File: src/rtl/lbps_pkg.sv
`default_nettype none

package lbps_pkg;

  localparam int LED_COUNT     = 4;
  localparam int PATTERN_COUNT = 13;
  localparam int OUT_LEDS      = 4;

  localparam int LED_IDX_W = (LED_COUNT > 1) ? $clog2(LED_COUNT) : 1;
  localparam int LED_CNT_W = $clog2(LED_COUNT + 1);

  localparam logic OP_TICK = 1'b0;
  localparam logic OP_SET  = 1'b1;

  typedef enum logic [2:0] {
    KIND_OFF     = 3'd0,
    KIND_ON      = 3'd1,
    KIND_CYCLE   = 3'd2,
    KIND_COUNTED = 3'd4
  } kind_t;

  typedef enum logic [1:0] {
    S_IDLE,
    S_SCAN,
    S_WRAP
  } state_t;

  typedef struct packed {
    kind_t       kind;
    logic [3:0]  sel;
    logic [3:0]  pos;
    logic [7:0]  ticks;
    logic [7:0]  len;
    logic [7:0]  reps;
    logic        level;
  } led_entry_t;

  // column 0 is the kind, then on/off durations ending in zero
  localparam logic [7:0] BLINK_ROM [16][16] = '{
    '{0: 8'd0, default: 8'd0},
    '{0: 8'd1, default: 8'd0},
    '{0: 8'd2, 1: 8'd5, 2: 8'd25, default: 8'd0},
    '{0: 8'd2, 1: 8'd1, 2: 8'd29, default: 8'd0},
    '{0: 8'd2, 1: 8'd1, 2: 8'd3, 3: 8'd1, 4: 8'd25, default: 8'd0},
    '{0: 8'd2, 1: 8'd3, 2: 8'd27, default: 8'd0},
    '{0: 8'd2, 1: 8'd1, 2: 8'd29, default: 8'd0},
    '{0: 8'd2, 1: 8'd10, 2: 8'd20, default: 8'd0},
    '{0: 8'd4, 1: 8'd1, 2: 8'd10, default: 8'd0},
    '{0: 8'd4, 1: 8'd1, 2: 8'd3, default: 8'd0},
    '{0: 8'd4, 1: 8'd1, 2: 8'd3, 3: 8'd1, 4: 8'd3, default: 8'd0},
    '{0: 8'd4, 1: 8'd1, 2: 8'd3, 3: 8'd1, 4: 8'd3, 5: 8'd1, 6: 8'd3,
      default: 8'd0},
    '{0: 8'd4, 1: 8'd1, 2: 8'd3, 3: 8'd1, 4: 8'd3, 5: 8'd1, 6: 8'd3,
      7: 8'd1, 8: 8'd3, 9: 8'd1, 10: 8'd3, default: 8'd0},
    '{default: 8'd0},
    '{default: 8'd0},
    '{default: 8'd0}
  };

  function automatic logic [7:0] rom_step(input logic [3:0] row, input logic [3:0] col);
    return BLINK_ROM[row][col];
  endfunction

  function automatic kind_t rom_kind(input logic [3:0] row);
    return kind_t'(BLINK_ROM[row][0][2:0]);
  endfunction

endpackage

`default_nettype wire

File: src/rtl/lbps_item_if.sv
`default_nettype none

interface lbps_item_if;
  logic       valid;
  logic       ready;
  logic       opcode;
  logic [1:0] led_index;
  logic [3:0] pattern_number;
  logic [7:0] repeat_count;

  modport source (output valid, opcode, led_index, pattern_number, repeat_count,
                  input ready);
  modport sink (input valid, opcode, led_index, pattern_number, repeat_count,
                output ready);
endinterface

`default_nettype wire

File: src/rtl/lbps_result_if.sv
`default_nettype none

interface lbps_result_if;
  logic       valid;
  logic       ready;
  logic [3:0] led_levels;
  logic [3:0] active_mask;
  logic       ticking;

  modport source (output valid, led_levels, active_mask, ticking, input ready);
  modport sink (input valid, led_levels, active_mask, ticking, output ready);
endinterface

`default_nettype wire

File: src/rtl/led_blink_pattern_sequencer.sv
// LED blink pattern sequencer.
// item channel: a transaction is either a tick (opcode 0) or a set-mode
// (opcode 1) that loads one LED with a ROM pattern and a repeat count.
// result channel: one transaction per item, carrying the LED levels, the
// mask of LEDs with a running pattern, and the ticking flag, all taken
// after the item is applied.
// Per-LED state lives in a small synchronous memory with registered read
// data. A set-mode writes its entry directly and answers in the cycle
// after acceptance, as does a tick while stopped. A tick while running
// walks the memory, one read per LED, modifying and writing back each
// entry as its read data returns, then wraps up in the S_WRAP state
// before the result is given.
// One item is in flight at a time; the next is taken once the result has
// been or is being taken.
// Reset stops ticking, marks every entry as cleared (it reads as all zero,
// pattern off) and empties the result register.
// When the receiver stalls the result holds and no new item is accepted.
`default_nettype none

module led_blink_pattern_sequencer (
  input  wire           clk,
  input  wire           rst,
  lbps_item_if.sink     item,
  lbps_result_if.source result
);

  lbps_pkg::state_t     state, state_next;
  lbps_pkg::led_entry_t mem [lbps_pkg::LED_COUNT];
  lbps_pkg::led_entry_t rd_data, cur, nxt, set_entry, wr_data;

  logic [lbps_pkg::LED_COUNT-1:0] entry_valid;
  logic [lbps_pkg::LED_COUNT-1:0] levels;
  logic [lbps_pkg::LED_COUNT-1:0] active;
  logic                           tick_enable;
  logic                           out_valid;
  logic                           rd_ok;
  logic                           rd_pending;
  logic [lbps_pkg::LED_CNT_W-1:0] issue_cnt;
  logic [lbps_pkg::LED_IDX_W-1:0] proc_idx;
  logic [lbps_pkg::LED_IDX_W-1:0] rd_addr;
  logic [lbps_pkg::LED_IDX_W-1:0] set_addr;
  logic [lbps_pkg::LED_IDX_W-1:0] wr_addr;

  logic       out_free;
  logic       accept;
  logic       issue_done;
  logic       rd_issue;
  logic       wrap_fire;
  logic       set_hit;
  logic       start_scan;
  logic       mem_we;
  logic       any_active;
  logic [3:0] set_row;

  assign out_free   = !out_valid || result.ready;
  assign accept     = item.valid && item.ready;
  assign issue_done = (issue_cnt == lbps_pkg::LED_CNT_W'(lbps_pkg::LED_COUNT));
  assign rd_addr    = issue_cnt[lbps_pkg::LED_IDX_W-1:0];
  assign set_addr   = lbps_pkg::LED_IDX_W'(item.led_index);
  assign set_hit    = accept && (item.opcode == lbps_pkg::OP_SET) &&
                      (32'(item.led_index) < lbps_pkg::LED_COUNT);
  assign start_scan = accept && (item.opcode == lbps_pkg::OP_TICK) && tick_enable;
  assign any_active = |active;

  always_comb begin
    state_next = state;
    case (state)
      lbps_pkg::S_IDLE: begin
        if (start_scan) state_next = lbps_pkg::S_SCAN;
      end
      lbps_pkg::S_SCAN: begin
        if (issue_done && rd_pending) state_next = lbps_pkg::S_WRAP;
      end
      lbps_pkg::S_WRAP: begin
        if (out_free) state_next = lbps_pkg::S_IDLE;
      end
      default: state_next = lbps_pkg::S_IDLE;
    endcase
  end

  always_comb begin
    item.ready = 1'b0;
    rd_issue   = 1'b0;
    wrap_fire  = 1'b0;
    case (state)
      lbps_pkg::S_IDLE: item.ready = out_free;
      lbps_pkg::S_SCAN: rd_issue = !issue_done;
      lbps_pkg::S_WRAP: wrap_fire = out_free;
      default: item.ready = 1'b0;
    endcase
  end

  always_comb begin
    set_row = (32'(item.pattern_number) < lbps_pkg::PATTERN_COUNT) ?
              item.pattern_number : 4'd0;
    set_entry       = '0;
    set_entry.kind  = lbps_pkg::rom_kind(set_row);
    set_entry.sel   = set_row;
    set_entry.len   = lbps_pkg::rom_step(set_row, 4'd1);
    set_entry.reps  = (set_entry.kind == lbps_pkg::KIND_COUNTED) ? item.repeat_count : 8'd0;
  end

  // advance one LED by one tick
  always_comb begin
    logic [7:0] t;
    logic [7:0] r;
    cur = rd_ok ? rd_data : '0;
    nxt = cur;
    t   = cur.ticks + 8'd1;
    r   = (cur.reps != 8'd0) ? cur.reps - 8'd1 : cur.reps;
    case (cur.kind)
      lbps_pkg::KIND_OFF: nxt.level = 1'b0;
      lbps_pkg::KIND_ON:  nxt.level = 1'b1;
      default: begin
        if (cur.pos == 4'd0 && cur.ticks == 8'd0) begin
          nxt.level = 1'b1;
          nxt.pos   = 4'd1;
          nxt.len   = lbps_pkg::rom_step(cur.sel, 4'd1);
        end else if (t != cur.len) begin
          nxt.ticks = t;
        end else begin
          nxt.pos   = cur.pos + 4'd1;
          nxt.level = !cur.level;
          nxt.len   = lbps_pkg::rom_step(cur.sel, cur.pos + 4'd1);
          nxt.ticks = 8'd0;
          if (nxt.len == 8'd0) begin
            nxt.pos   = 4'd0;
            nxt.level = 1'b0;
            if (cur.kind == lbps_pkg::KIND_COUNTED) begin
              nxt.reps = r;
              if (r != 8'd0) nxt.ticks = 8'hFF;
              else nxt.kind = lbps_pkg::KIND_OFF;
            end
          end
        end
      end
    endcase
  end

  always_comb begin
    mem_we  = set_hit || (state == lbps_pkg::S_SCAN && rd_pending);
    wr_addr = set_hit ? set_addr : proc_idx;
    wr_data = set_hit ? set_entry : nxt;
  end

  always_ff @(posedge clk) begin
    if (mem_we) mem[wr_addr] <= wr_data;
    if (rd_issue) rd_data <= mem[rd_addr];
    if (rd_issue) proc_idx <= rd_addr;
  end

  always_ff @(posedge clk) begin
    if (rst) begin
      state       <= lbps_pkg::S_IDLE;
      entry_valid <= '0;
      levels      <= '0;
      active      <= '0;
      tick_enable <= 1'b0;
      out_valid   <= 1'b0;
      rd_ok       <= 1'b0;
      rd_pending  <= 1'b0;
      issue_cnt   <= '0;
    end else begin
      state      <= state_next;
      rd_pending <= rd_issue;
      if (rd_issue) begin
        rd_ok     <= entry_valid[rd_addr];
        issue_cnt <= issue_cnt + 1'b1;
      end
      if (start_scan) issue_cnt <= '0;
      if (set_hit) begin
        entry_valid[set_addr] <= 1'b1;
        levels[set_addr]      <= 1'b0;
        active[set_addr]      <= (set_entry.kind != lbps_pkg::KIND_OFF);
        tick_enable           <= 1'b1;
      end
      if (state == lbps_pkg::S_SCAN && rd_pending) begin
        entry_valid[proc_idx] <= 1'b1;
        levels[proc_idx]      <= nxt.level;
        active[proc_idx]      <= (nxt.kind != lbps_pkg::KIND_OFF);
      end
      if (wrap_fire && !any_active) begin
        entry_valid <= '0;
        levels      <= '0;
        active      <= '0;
        tick_enable <= 1'b0;
      end
      if (accept && !start_scan) out_valid <= 1'b1;
      else if (wrap_fire) out_valid <= 1'b1;
      else if (result.ready) out_valid <= 1'b0;
    end
  end

  always_comb begin
    result.valid       = out_valid;
    result.led_levels  = '0;
    result.active_mask = '0;
    result.ticking     = tick_enable;
    for (int i = 0; i < lbps_pkg::OUT_LEDS; i++) begin
      if (i < lbps_pkg::LED_COUNT) begin
        result.led_levels[i]  = levels[i];
        result.active_mask[i] = active[i];
      end
    end
  end

endmodule

`default_nettype wire
File: src/flat_wrapper.sv
// flat-port wrapper written by rule: the top's interface ports become plain ports
module led_blink_pattern_sequencer_flat 
  (clk, rst, item_valid, item_opcode, item_led_index, item_pattern_number, item_repeat_count, item_ready, result_valid, result_led_levels, result_active_mask, result_ticking, result_ready);
  lbps_item_if item_i ();
  lbps_result_if result_i ();
  input  wire clk;
  input  wire rst;
  input wire logic [$bits(item_i.valid)-1:0] item_valid;
  input wire logic [$bits(item_i.opcode)-1:0] item_opcode;
  input wire logic [$bits(item_i.led_index)-1:0] item_led_index;
  input wire logic [$bits(item_i.pattern_number)-1:0] item_pattern_number;
  input wire logic [$bits(item_i.repeat_count)-1:0] item_repeat_count;
  output wire logic [$bits(item_i.ready)-1:0] item_ready;
  output wire logic [$bits(result_i.valid)-1:0] result_valid;
  output wire logic [$bits(result_i.led_levels)-1:0] result_led_levels;
  output wire logic [$bits(result_i.active_mask)-1:0] result_active_mask;
  output wire logic [$bits(result_i.ticking)-1:0] result_ticking;
  input wire logic [$bits(result_i.ready)-1:0] result_ready;
  assign item_i.valid = item_valid;
  assign item_i.opcode = item_opcode;
  assign item_i.led_index = item_led_index;
  assign item_i.pattern_number = item_pattern_number;
  assign item_i.repeat_count = item_repeat_count;
  assign item_ready = item_i.ready;
  assign result_valid = result_i.valid;
  assign result_led_levels = result_i.led_levels;
  assign result_active_mask = result_i.active_mask;
  assign result_ticking = result_i.ticking;
  assign result_i.ready = result_ready;
  led_blink_pattern_sequencer u_core (.clk(clk), .rst(rst), .item(item_i), .result(result_i));
endmodule
File: config.mk
export PLATFORM = sky130hd
export DESIGN_NAME = led_blink_pattern_sequencer_flat
export DESIGN_NICKNAME = d
export VERILOG_FILES = /design/src/rtl/lbps_pkg.sv /design/src/rtl/lbps_item_if.sv /design/src/rtl/lbps_result_if.sv /design/src/rtl/led_blink_pattern_sequencer.sv /design/src/flat_wrapper.sv
export SDC_FILE = /design/constraint.sdc
export NUM_CORES = 1
export LEC_CHECK = 0
export ABC_AREA = 1
export BUFFER_PORTS_ARGS = -buffer_cell sky130_fd_sc_hd__buf_4
export CORE_UTILIZATION = 49
export DETAILED_ROUTE_END_ITERATION = 10
export GPL_ROUTABILITY_DRIVEN = 0
export PLACE_DENSITY = 0.65
export SETUP_SLACK_MARGIN = 0.02
export SYNTH_ARGS = -nofsm -noshare
export SYNTH_HDL_FRONTEND = slang
export SYNTH_SLANG_ARGS = --single-unit
File: constraint.sdc
create_clock -name clk -period 8.36 [get_ports clk]
set_input_delay 2.508 -clock clk [delete_from_list [all_inputs] [get_ports clk]]
set_output_delay 2.508 -clock clk [all_outputs]
set_load 0.05 [all_outputs]
# ---- After elaboration in Yosys (flattened, before gate mapping)
# Memory sizes are Yosys's and may differ from the RTL's. A register that Yosys moved wholly into a read port is not among the register bits.
# Index checks and enable logic that the tools add are counted.
dict set report op_classes {
  add_sub_neg 4
  magnitude_cmp 9
  eq_ne 10
  mux 64
  bitwise_logic 8
  n_reduce_logical 33
}
# cell count
set ops {}
lappend ops {{$mux W128} 2}
lappend ops {{$mux W123} 2}
lappend ops {{$mux W8} 11}
lappend ops {{$mux W36} 2}
lappend ops {{$mux W4} 12}
lappend ops {{$bmux W8 S4} 1}
lappend ops {{$mux W28} 1}
lappend ops {{$mux W3} 6}
lappend ops {{$mux W17} 1}
lappend ops {{$logic_not A8 Y1} 2}
lappend ops {{$reduce_bool A8 Y1} 2}
lappend ops {{$ge A5 B5 Y1 const B} 3}
lappend ops {{$not A4 Y5} 3}
lappend ops {{$bwmux W4} 3}
lappend ops {{$mux W1} 12}
lappend ops {{$mux W12} 1}
lappend ops {{$logic_and A1 B1 Y1} 11}
lappend ops {{$eq A3 B3 Y1 const B} 3}
lappend ops {{$lt A2 B3 Y1 const B} 3}
lappend ops {{$mux W9} 1}
lappend ops {{$reduce_bool A3 Y1} 3}
lappend ops {{$add A8 B1 Y8 const B} 1}
lappend ops {{$mux W2} 4}
lappend ops {{$ne A8 B8 Y1} 1}
lappend ops {{other kinds (25)} 37}
dict set report word_totals {
  reg_bits 23
  ram_bits 144
  romBits 4096
  inputBits 19
  out_inout_bits 11
  wordCells 141
  mem_count 3
}
# memory depth word_bits read_ports rd_clocked_by_memory_dff wr line
set mem_list {}
lappend mem_list {{(name not given)} 16 128 1 0 0 lbps_pkg.sv:61} ;# return BLINK_ROM[row][col];
lappend mem_list {{(name not given)} 16 128 1 0 0 lbps_pkg.sv:65} ;# return kind_t'(BLINK_ROM[row][0][2:0]);
lappend mem_list {u_core.mem 4 36 1 1 1 led_blink_pattern_sequencer.sv:28} ;# lbps_pkg::led_entry_t mem [lbps_pkg::LED_COUNT];

# ---- Longest topological paths before layout
# Gate-level depths: netlist of run 1.
dict set report depth {
  word_depth 16
  ltp_mapped 22
  ltp_nobuf 18
}

# ---- Worst setup path before layout of run 1
# No wires, ideal clock.
dict set report synth_path {
  path_type {input to register}
  from {input result_ready}
  to {memory u_core.mem[0][0] in the netlist's numbering (enable)}
  setup_ns 0.429
  arrival_time_ns 6.131
  required_ns 7.931
  slack_ns 1.800
  path_stages 9
  n_path_buf 1
  cell_sequence {nor2_1 nor3_1 nand2_1 nor2_1 clkbuf_1 o21ai_0 inv_1 nand2_1 nor2_1}
}
dict set report synth_between {
  elab_chain_cells 7
  elab_cells_between_ends 8
  cone_classes {mux: 4; reduce/logical: 4}
}
# item line
set synth_lines {}
lappend synth_lines {{from (decl)} flat_wrapper.sv:18} ;# input wire logic [$bits(result_i.ready)-1:0] result_ready;
lappend synth_lines {{$logic_or A1 B1 Y1 (*)} led_blink_pattern_sequencer.sv:55} ;# assign out_free = !out_valid || result.ready;
lappend synth_lines {{$mux W1 (*)} led_blink_pattern_sequencer.sv:85} ;# case (state)
lappend synth_lines {{via item_ready} flat_wrapper.sv:13} ;# output wire logic [$bits(item_i.ready)-1:0] item_ready;
lappend synth_lines {{$logic_and A1 B1 Y1 (*)} led_blink_pattern_sequencer.sv:56} ;# assign accept = item.valid && item.ready;
lappend synth_lines {{$logic_and A1 B1 Y1 (*)} led_blink_pattern_sequencer.sv:60} ;# assign set_hit = accept && (item.opcode == lbps_pkg::OP_SET) &&
lappend synth_lines {{$logic_or A1 B1 Y1} led_blink_pattern_sequencer.sv:141} ;# mem_we = set_hit || (state == lbps_pkg::S_SCAN && rd_pending);
lappend synth_lines {{$mux W1} led_blink_pattern_sequencer.sv:147} ;# if (mem_we) mem[wr_addr] <= wr_data;
lappend synth_lines {{$mux W1 (not written as such)} led_blink_pattern_sequencer.sv:147}
lappend synth_lines {{to (decl)} led_blink_pattern_sequencer.sv:28}
# Mark *: on every way through the listed nets, which the timed path passes. The rest lies on a longest branch.

# ---- Final worst setup path of run 1
dict set report layout_path {
  from {input result_ready}
  to {output item_ready}
}
dict set report layout_between {
  elab_chain_cells 2
}
# item line
set layout_lines {}
lappend layout_lines {{$logic_or A1 B1 Y1} led_blink_pattern_sequencer.sv:55}
lappend layout_lines {{$mux W1} led_blink_pattern_sequencer.sv:85}
lappend layout_lines {{to (decl)} flat_wrapper.sv:13}
# No other way between the ends.

==> run summary, run 1 <==
• **max-slew violations** 0
• **Setup Fix Bufs, Post-CTS** 0
• **run status** completed
• **DRC violations left** 0
• **Setup violations, final** 0
• **cells along the critical path** buf_4, nor2_1, nor3_1, buf_4
• **number of distinct standard cells referenced by the synthesized netlist** 35
• **routed len/inst** 17.3 microns
• **Synth Warn #** 0
• **CTS resizes** 0
• **worst flop-to-flop path startpoint** u_core.rd_ok$_SDFFE_PP0P_
• **final critical-path share of the clock period** 66.6%
• **largest area contributor in the synthesized netlist** sky130_fd_sc_hd__edfxtp_1
• **synth top area cells** sky130_fd_sc_hd__edfxtp_1, sky130_fd_sc_hd__nand2_1, sky130_fd_sc_hd__o21ai_0
• **most common library cells after synthesis** sky130_fd_sc_hd__nand2_1, sky130_fd_sc_hd__edfxtp_1, sky130_fd_sc_hd__nor2_1
• **Setup Crit Path Kind** input port to primary output
• **number of clock sinks** 203
• **die boundary height** 143 microns
• **fraction of registers with async set or reset after synthesis** 0%
• **maximum number of pins on one net before global-route repair** 78
• **CP Data Arrival Time** 3060 ps
• **number of antenna violations at the first check in global routing** 0
• **Max transition margin** 30.3%
• **clock period minus final worst setup slack** 5570 ps
• **RSZ-0062 raised after global routing** false
• **leading cell type by number of instances after synthesis** sky130_fd_sc_hd__nand2_1
• **number of DRC violations after detailed-routing iteration 0** 702
• **full die area** 20,500 sq um
• **power density normalized to cell area** 207 nW/um^2
• **Synth Register Bits** 203
• **flop-to-flop setup slack** 4360 ps
• **number of top-level pins** 30
• **signed area change from the synthesized netlist to the final layout** 12.9%
• **buffer levels on the longest clock path** 3
• **CTS tree** yes
• **CP Max Fanout** 3
• **predominant post-synthesis flop cell** sky130_fd_sc_hd__edfxtp_1
• **Buf+Inv Stages, Crit Path** 2
• **total global-route track usage** 23.4%
• **EDFF count, synth** 182
• **Mapped Avg Cell Area** 9.43 sq um
• **worst min-delay path endpoint** u_core.entry_valid[0]$_SDFF_PP0_
• **total core area** 19,500 sq um
• **final hold violation count** 0
• **via count** 7,435
• **CP endpoint kind** primary output
• **number of buffers added on ports** 29
• **total cell area at the placement stage** 10,300 sq um
• **leakage power** 4.44 nW
• **fraction of layout instances using a drive strength above 1** 9.48%
• **per-cell via count in the routed design** 5.54
• **final-layout worst hold slack** 483 ps
• **Post-Layout Inst Area** 11,000 sq um
• **startpoint of the lowest-slack hold path** u_core.entry_valid[0]$_SDFF_PP0_
• **Max H-tree Level** 1
• **post-synthesis sequential area ratio** 60.3%
• **number of inserted diodes** 0
• **actual transition at the worst max-transition pin** 1040 ps
• **total congestion overflow** 0
• **syn_nets** 1,067
• **Synth top area share** 56.0%
• **critical path launch point type** input port
• **cell with the largest stage delay on the worst path** sky130_fd_sc_hd__buf_4
• **number of search-and-repair iterations in the first detailed-routing pass** 5
• **number of placement rows** 51
• **setup TNS after final layout** 0 ps
• **clock buffers created by TritonCTS** 22
• **Hold WC Path Type** register to register
• **number of nets in the layout** 1,092
• **root buffer cell** sky130_fd_sc_hd__clkbuf_16
• **peak per-stage delay on the critical path** 190 ps
• **hold_buf cts** 0
• **global-route wire length before repair** 36.8 mm
• **post-route antenna net violation count** 0
• **worst-case clock skew** 16.0 ps
• **endpoint of the lowest-slack register-to-register path** u_core.mem[3][0]$_DFFE_PP_
• **cell area after synthesis** 9770 sq um
• **timing-limited maximum frequency** 0.180 GHz
• **Crit path required time** 5850 ps
• **maxcap violations** 0
• **vias in the first global route** 6,869
• **Hold Crit Depth** 2
• **Worst IR Drop VDD** 0.165 mV
• **Worst R2R Path Depth** 17
• **wire length after detailed routing** 23.2 mm
• **latest clock arrival within the worst-skew pair** 500 ps
• **dominant cell type by count on the critical path** sky130_fd_sc_hd__buf_4
• **CP delay by family, top** buffers and inverters
• **starting utilization of the core area** 50.0%
• **placed wire-length estimate after detailed placement** 13.9 mm
• **synthesized netlist cell count** 1,036
• **clock-pin slew reported for the worst setup and hold paths after clock tree synthesis** 60 ps
• **Die W** 143 microns
worst max path at each step:
stage / start / endpoint / slack, ps / depth (start not counted)
3_5_place_dp: result_ready / item_ready / 2790 / 4
5_1_grt: result_ready / item_ready / 2740 / 4
3_3_place_gp: result_ready / item_ready / 2790 / 4
6_report: result_ready / item_ready / 2790 / 4
2_1_floorplan: result_ready / u_core.mem[0][0]$_DFFE_PP_ / 1800 / 9
4_1_cts: result_ready / item_ready / 2790 / 4
cell families (layout without fill, tap and decap cells):
kind of cell               after synthesis  in the layout  share of synthesized area (%)
adders and majority gates               12             12                           1.54
AOI/OAI and AO/OA                      219            219                           12.0
DFF                                    203            203                           60.3
xor gates and xnor gates                 7              7                          0.628
and+or+nand+nor                        463            463                           20.3
buffers and inverters                  132            172                           5.30
flip-flops by register name, summed over array words and instances, names as in the netlist:
signal	cells
u_core.state	2
u_core.proc_idx	2
u_core.rd_pending	1
u_core.result.led_levels	4
u_core.mem	144
u_core.rd_data	36
u_core.result.active_mask	4
u_core.rd_ok	1
u_core.entry_valid	4
u_core.result.valid	1
u_core.result.ticking	1
u_core.issue_cnt	3
stage by stage:
stage	total power, mW	utilization, %	setup slack [ps]	cells
after floorplan	1.25	-	1800	1036
after global placement	1.30	52.6	2790	1302
after detailed placement	1.30	52.6	2790	1302
after CTS	2.30	56.4	2790	1341
after global routing	2.35	56.4	2740	1341
final	2.28	56.4	2790	1341
area by class of cell:
class | instances | area (sq um)
inverters | 93 | 349
clock buffers | 26 | 587
clock inverters | 13 | 163
multi-input cells | 701 | 3400
flip-flops and latches | 203 | 5890
fillers | 1722 | 8500
repair buffers | 40 | 300
well taps | 265 | 332
where the power goes:
part           total, mW  switching, mW  internal (mW)
registers           1.13        0.00612           1.13
logic              0.152          0.112         0.0397
clock network      0.996          0.374          0.622
total               2.28          0.493           1.79
routing by layer:
metal / GRT usage, % / vias up / part of all wire (%)
li1: - / 3658 / -
met1: 33.9 / 3499 / 46
met2: 37.7 / 248 / 46
met3: 2.95 / 30 / 6.5
met4: 4.81 / 0 / 1.4
met5: 0 / - / 0
placed cells by master (no fill, tap or decap), drive strengths merged, types with 12 or more instances in the layout:
cell	synthesis	routed
a21oi	49	49
buf	11	40
clkbuf	28	26
dfxtp	21	21
edfxtp	182	182
ha	12	12
inv	93	93
nand2	213	213
nand3	64	64
nand4	21	21
nor2	144	144
o21ai	120	120
o22ai	37	37
worst reg2reg max path, cell delays in order (launching register included):
cell	delay (ps)
sky130_fd_sc_hd__dfxtp_2	310
sky130_fd_sc_hd__buf_4	490
sky130_fd_sc_hd__nand2_1	380
sky130_fd_sc_hd__inv_1	170
sky130_fd_sc_hd__ha_1	230
sky130_fd_sc_hd__nand3_1	100
sky130_fd_sc_hd__nand3_1	170
sky130_fd_sc_hd__nand2_1	100
sky130_fd_sc_hd__nand2_1	90
sky130_fd_sc_hd__nand2_1	50
sky130_fd_sc_hd__inv_1	50
sky130_fd_sc_hd__nand2_1	40
sky130_fd_sc_hd__nand3_1	110
sky130_fd_sc_hd__nand2_1	110
sky130_fd_sc_hd__nor2_2	550
sky130_fd_sc_hd__nor2_1	110
sky130_fd_sc_hd__o21ai_1	500
sky130_fd_sc_hd__nor2_1	150
No activity file was read; power rests on OpenSTA's default activity.
==> inputs of run 2 (changes only) <==
--- a/config.mk
+++ b/config.mk
@@ -10,7 +10,7 @@
 export CORE_UTILIZATION = 49
 export DETAILED_ROUTE_END_ITERATION = 10
 export GPL_ROUTABILITY_DRIVEN = 0
-export PLACE_DENSITY = 0.65
+export PLACE_DENSITY = 0.68
 export SETUP_SLACK_MARGIN = 0.02
 export SYNTH_ARGS = -nofsm -noshare
 export SYNTH_HDL_FRONTEND = slang
==> constraint.sdc (replaced) <==
create_clock -name clk -period 4.64 [get_ports clk]
set_input_delay 1.392 -clock clk [delete_from_list [all_inputs] [get_ports clk]]
set_output_delay 1.392 -clock clk [all_outputs]
set_load 0.05 [all_outputs]
==> run summary, run 2 (synthesized netlist as in run 1, its figures left out) <==
• **run status** completed
• **starting utilization of the core area** 50.0%
• **Setup violations, final** 0
• **die boundary height** 143 microns
• **global-route wire length before repair** 37.0 mm
• **wire length after detailed routing** 23.7 mm
• **number of clock sinks** 203
• **startpoint of the lowest-slack hold path** u_core.entry_valid[0]$_SDFF_PP0_
• **endpoint of the lowest-slack register-to-register path** u_core.mem[2][7]$_DFFE_PP_
• **number of nets in the layout** 1,096
• **total cell area at the placement stage** 10,300 sq um
• **commonest non-fill, non-tap cell in the layout** sky130_fd_sc_hd__nand2_1
• **DRC violations left** 0
• **max FFs per register** 144
• **hold_buf cts** 0
• **signed area change from the synthesized netlist to the final layout** 12.5%
• **cell count after placement** 1,307
• **CP endpoint kind** register
• **RSZ-0062 raised after global routing** false
• **Max transition margin** 20.5%
• **final critical-path share of the clock period** 79.6%
• **post-route antenna net violation count** 0
• **number of buffers added on ports** 29
• **Top reg by flops** u_core.mem
• **Place WS** 971 ps
• **filler cell count in the final layout** 1,721
• **power density normalized to cell area** 358 nW/um^2
• **Setup Crit Path Kind** register to register
• **full die area** 20,500 sq um
• **Post-Layout Inst Area** 11,000 sq um
• **CTS tree** yes
• **timing-limited maximum frequency** 0.271 GHz
• **per-cell via count in the routed design** 5.68
• **beginning of the critical path** u_core.rd_ok$_SDFFE_PP0P_
• **Crit path required time** 4920 ps
• **max-slew violations** 0
• **Worst R2R Path Depth** 18
• **actual transition at the worst max-transition pin** 1190 ps
• **CP Max Fanout** 22
• **post-route core utilization** 56.3%
• **setup TNS after final layout** 0 ps
• **number of non-filler instances in the completed layout** 1,342
• **Worst IR Drop VDD** 0.294 mV
• **worst min-delay path endpoint** u_core.entry_valid[0]$_SDFF_PP0_
• **number of top-level pins** 30
• **post-layout total power** 3.93 mW
• **final-layout worst hold slack** 488 ps
• **Hold WC Path Type** register to register
• **number of placement rows** 51
• **fraction of layout instances using a drive strength above 1** 9.84%
• **latest clock arrival within the worst-skew pair** 500 ps
• **largest registers in the final layout** u_core.mem x144, u_core.rd_data x36
• **met1 track demand over resource** 33.8%
• **Die W** 143 microns
• **total congestion overflow** 0
• **global-route track usage on met2** 37.3%
• **clock-pin slew reported for the worst setup and hold paths after clock tree synthesis** 70 ps
• **Max H-tree Level** 1
• **flop-to-flop setup slack** 950 ps
• **number of antenna violations at the first check in global routing** 0
• **maxcap violations** 0
• **total global-route track usage** 23.6%
• **number of DRC violations after detailed-routing iteration 0** 653
• **number of inserted diodes** 0
• **maximum number of pins on one net before global-route repair** 77
• **root buffer cell** sky130_fd_sc_hd__clkbuf_16
• **CTS resizes** 0
• **clock buffers created by TritonCTS** 21
• **worst flop-to-flop path startpoint** u_core.rd_ok$_SDFFE_PP0P_
• **routed len/inst** 17.7 microns
• **final hold violation count** 0
• **via count** 7,622
• **critical path launch point type** register
• **clock period minus final worst setup slack** 3690 ps
• **total core area** 19,500 sq um
• **most frequent cells in the layout** sky130_fd_sc_hd__nand2_1, sky130_fd_sc_hd__edfxtp_1, sky130_fd_sc_hd__nor2_1
• **fraction of met3 tracks used by global routing** 3.59%
• **vias in the first global route** 6,988
• **buffer levels on the longest clock path** 3
• **Setup Fix Bufs, Post-CTS** 0
• **GR peak layer** met2
• **CP Data Arrival Time** 3970 ps
• **number of search-and-repair iterations in the first detailed-routing pass** 5
• **placed wire-length estimate after detailed placement** 15.2 mm
• **minimum setup slack in the final design** 949 ps
• **leakage power** 4.43 nW
• **worst-case clock skew** 9.18 ps
• **Hold Crit Depth** 2
-- run 2: changes by cell type in the layout (fill, tap and decap cells not counted), sizes merged --
cell and delta:
clkinvlp +1, bufinv -2, clkinv -1, buf +5, clkbuf -2
-- run 2: how the worst max path moves through the flow --
stage / to / slack [ps] / cells after the start
global placement: u_core.mem[0][15]$_DFFE_PP_ / 1040 / 11
floorplan: u_core.mem[0][0]$_DFFE_PP_ / 240 / 8
CTS: u_core.mem[0][7]$_DFFE_PP_ / 1080 / 18
finish: u_core.mem[2][7]$_DFFE_PP_ / 950 / 18
detailed placement: u_core.mem[0][15]$_DFFE_PP_ / 970 / 11
global route: u_core.mem[0][27]$_DFFE_PP_ / 570 / 18
-- run 2: worst max-delay path, cell delays in order (launching register included) --
cell	delay (ps)
sky130_fd_sc_hd__dfxtp_2	660
sky130_fd_sc_hd__buf_4	300
sky130_fd_sc_hd__nand2_1	100
sky130_fd_sc_hd__inv_1	90
sky130_fd_sc_hd__ha_1	230
sky130_fd_sc_hd__nand2_1	110
sky130_fd_sc_hd__nor2_2	140
sky130_fd_sc_hd__nand3_1	80
sky130_fd_sc_hd__nand2_1	80
sky130_fd_sc_hd__nand2_1	80
sky130_fd_sc_hd__nand2_1	70
sky130_fd_sc_hd__nand3_1	70
sky130_fd_sc_hd__nor2_1	90
sky130_fd_sc_hd__nand2_1	330
sky130_fd_sc_hd__nor2_4	410
sky130_fd_sc_hd__nand3_2	180
sky130_fd_sc_hd__nand2_1	100
sky130_fd_sc_hd__nand2_1	50
sky130_fd_sc_hd__o21ai_1	280
-- run 2: area by class of cell --
cell class	instances	area [sq um]	share of cell area, %
multi-input cells	701	3410	31.0
well taps	265	332	3.02
repair buffers	45	363	3.30
clock inverters	11	108	0.980
inverters	93	349	3.18
flip-flops and latches	203	5890	53.6
clock buffers	24	537	4.89
-- run 2: power by group --
part / total [mW] / switching, mW / internal [mW]
logic: 0.276 / 0.201 / 0.0751
registers: 2.04 / 0.0140 / 2.03
clock network: 1.61 / 0.676 / 0.937
-- run 2: layer usage --
metal	vias to the layer above	part of all wire [%]	wire (microns)
met5	-	0	0
met4	0	1.8	422
met3	36	7.5	1770
met2	326	46	10900
met1	3602	45	10600
li1	3658	-	-
==> inputs of run 3 (changes only) <==
--- a/config.mk
+++ b/config.mk
@@ -10,7 +10,7 @@
 export CORE_UTILIZATION = 49
 export DETAILED_ROUTE_END_ITERATION = 10
 export GPL_ROUTABILITY_DRIVEN = 0
-export PLACE_DENSITY = 0.68
+export PLACE_DENSITY = 0.65
 export SETUP_SLACK_MARGIN = 0.02
 export SYNTH_ARGS = -nofsm -noshare
 export SYNTH_HDL_FRONTEND = slang
==> constraint.sdc (replaced) <==
create_clock -name clk -period 3.48 [get_ports clk]
set_input_delay 1.044 -clock clk [delete_from_list [all_inputs] [get_ports clk]]
set_output_delay 1.044 -clock clk [all_outputs]
set_load 0.05 [all_outputs]
==> run summary, run 3 (synthesized netlist as in run 1, its figures left out) <==
• **placed wire-length estimate after detailed placement** 15.0 mm
• **root buffer cell** sky130_fd_sc_hd__clkbuf_16
• **clock buffers created by TritonCTS** 22
• **Max H-tree Level** 1
• **largest registers in the final layout** u_core.mem x144, u_core.rd_data x36
• **CTS tree** yes
• **Top reg by flops** u_core.mem
• **total cell area at the placement stage** 10,500 sq um
• **beginning of the critical path** u_core.rd_ok$_SDFFE_PP0P_
• **sw power** 1.23 mW
• **final hold violation count** 0
• **leakage power** 4.47 nW
• **number of clock sinks** 203
• **number of DRC violations after detailed-routing iteration 0** 641
• **latest clock arrival within the worst-skew pair** 520 ps
• **global-route wire length before repair** 36.5 mm
• **max FFs per register** 144
• **timing-limited maximum frequency** 0.321 GHz
• **critical path launch point type** register
• **Setup Crit Path Kind** register to register
• **Routed met1 length** 10.7 mm
• **Worst R2R Path Depth** 16
• **minimum setup slack in the final design** 368 ps
• **clock period minus final worst setup slack** 3110 ps
• **number of top-level pins** 30
• **Hold WC Path Type** register to register
• **Setup Fix Bufs, Post-CTS** 0
• **fraction of layout instances using a drive strength above 1** 10.7%
• **Post-Layout Inst Area** 11,100 sq um
• **top layer in use** met4
• **signed area change from the synthesized netlist to the final layout** 13.9%
• **Max transition margin** 44.0%
• **Worst IR Drop VDD** 0.322 mV
• **CP Max Fanout** 19
• **part of the total power dissipated in sequential elements** 52.2%
• **flop-to-flop setup slack** 370 ps
• **most frequent cells in the layout** sky130_fd_sc_hd__nand2_1, sky130_fd_sc_hd__edfxtp_1, sky130_fd_sc_hd__nor2_1
• **Die W** 143 microns
• **routed len/inst** 17.3 microns
• **cell count after placement** 1,314
• **number of search-and-repair iterations in the first detailed-routing pass** 5
• **max-slew violations** 0
• **number of placement rows** 51
• **commonest non-fill, non-tap cell in the layout** sky130_fd_sc_hd__nand2_1
• **fraction of power consumed by the clock network** 40.5%
• **maxcap violations** 0
• **number of antenna violations at the first check in global routing** 0
• **worst flop-to-flop path startpoint** u_core.rd_ok$_SDFFE_PP0P_
• **design internal power** 3.98 mW
• **run status** completed
• **share of total power in combinational logic** 7.3%
• **endpoint of the lowest-slack register-to-register path** u_core.mem[3][7]$_DFFE_PP_
• **total global-route track usage** 23.4%
• **power density normalized to cell area** 468 nW/um^2
• **per-cell via count in the routed design** 5.57
• **DR WL met3** 1.50 mm
• **full die area** 20,500 sq um
• **buffer levels on the longest clock path** 3
• **Routed met2 length** 10.7 mm
• **number of buffers added on ports** 29
• **final-layout worst hold slack** 489 ps
• **post-route antenna net violation count** 0
• **number of non-filler instances in the completed layout** 1,352
• **actual transition at the worst max-transition pin** 840 ps
• **number of inserted diodes** 0
• **CP endpoint kind** register
• **crit path to** u_core.mem[3][7]$_DFFE_PP_
• **filler cell count in the final layout** 1,711
• **number of nets in the layout** 1,104
• **final critical-path share of the clock period** 89.4%
• **wire length after detailed routing** 23.4 mm
• **maximum number of pins on one net before global-route repair** 77
• **clock-pin slew reported for the worst setup and hold paths after clock tree synthesis** 60 ps
• **post-route core utilization** 57.0%
• **total congestion overflow** 0
• **die boundary height** 143 microns
• **Crit path required time** 3790 ps
• **via count** 7,532
• **vias in the first global route** 6,882
• **Place WS** 251 ps
• **DRC violations left** 0
• **RSZ-0062 raised after global routing** false
• **total core area** 19,500 sq um
• **Setup violations, final** 0
• **CP Data Arrival Time** 3420 ps
• **fraction of power spent switching nets** 23.6%
• **worst-case clock skew** 17.0 ps
• **starting utilization of the core area** 50.0%
## run 3: power by group through the flow
stage	Combinational [mW]	Clock, mW	Sequential (mW)
after floorplan	0.237	0	2.78
after global placement	0.374	0	2.77
after detailed placement	0.375	0	2.77
after CTS	0.377	2.15	2.72
after global routing	0.420	2.25	2.72
final	0.379	2.11	2.72
## run 3: worst min path at each step
stage | from | end | slack (ps) | cells after the start
final | u_core.entry_valid[0]$_SDFF_PP0_ | u_core.entry_valid[0]$_SDFF_PP0_ | 490 | 2
after global routing | u_core.entry_valid[0]$_SDFF_PP0_ | u_core.entry_valid[0]$_SDFF_PP0_ | 510 | 2
after CTS | u_core.entry_valid[0]$_SDFF_PP0_ | u_core.entry_valid[0]$_SDFF_PP0_ | 490 | 2
after detailed placement | u_core.entry_valid[0]$_SDFF_PP0_ | u_core.entry_valid[0]$_SDFF_PP0_ | 480 | 2
after global placement | u_core.entry_valid[0]$_SDFF_PP0_ | u_core.entry_valid[0]$_SDFF_PP0_ | 480 | 2
after floorplan | u_core.entry_valid[0]$_SDFF_PP0_ | u_core.entry_valid[0]$_SDFF_PP0_ | 450 | 2
## run 3: timing repair
| item | in CTS | in global routing |
|---|---|---|
| hold buffers | 0 | 0 |
| resized for setup | 0 | 2 |
| setup endpoints to repair | 0 | 28 |
## run 3: metal layers
layer | track usage (%) | vias up
met4 | 6.23 | 0
met2 | 37.9 | 273
met5 | 0 | -
met3 | 2.82 | 33
li1 | - | 3660
met1 | 33.4 | 3566
## run 3: area by class of cell
type / count / area [sq um] / share of cell area [%]
tap: 265 / 332 / 2.98
inverter: 93 / 349 / 3.14
multi-input combinational: 701 / 3420 / 30.7
sequential: 203 / 5890 / 53.0
clock inverter: 13 / 96.3 / 0.866
clock buffer: 25 / 562 / 5.05
timing repair buffer: 52 / 478 / 4.30
## run 3: stage by stage
stage / power [mW] / TNS (ps)
detailed placement: 3.15 / 0
floorplan: 3.02 / -13520
CTS: 5.25 / 0
finish: 5.21 / 0
global placement: 3.15 / 0
global route: 5.40 / 0
## run 3: critical path, cell delays in order (launching register included)
cell	delay (ps)
sky130_fd_sc_hd__dfxtp_4	490
sky130_fd_sc_hd__nand2_2	170
sky130_fd_sc_hd__ha_1	400
sky130_fd_sc_hd__nand3_1	180
sky130_fd_sc_hd__inv_1	90
sky130_fd_sc_hd__nand4_1	70
sky130_fd_sc_hd__nand3_1	90
sky130_fd_sc_hd__inv_1	70
sky130_fd_sc_hd__nand2_1	50
sky130_fd_sc_hd__nand3_1	100
sky130_fd_sc_hd__nand2_1	100
sky130_fd_sc_hd__nor2_2	400
sky130_fd_sc_hd__buf_4	220
sky130_fd_sc_hd__nand3_2	80
sky130_fd_sc_hd__nand2_1	80
sky130_fd_sc_hd__nand2_1	40
sky130_fd_sc_hd__o21ai_1	260
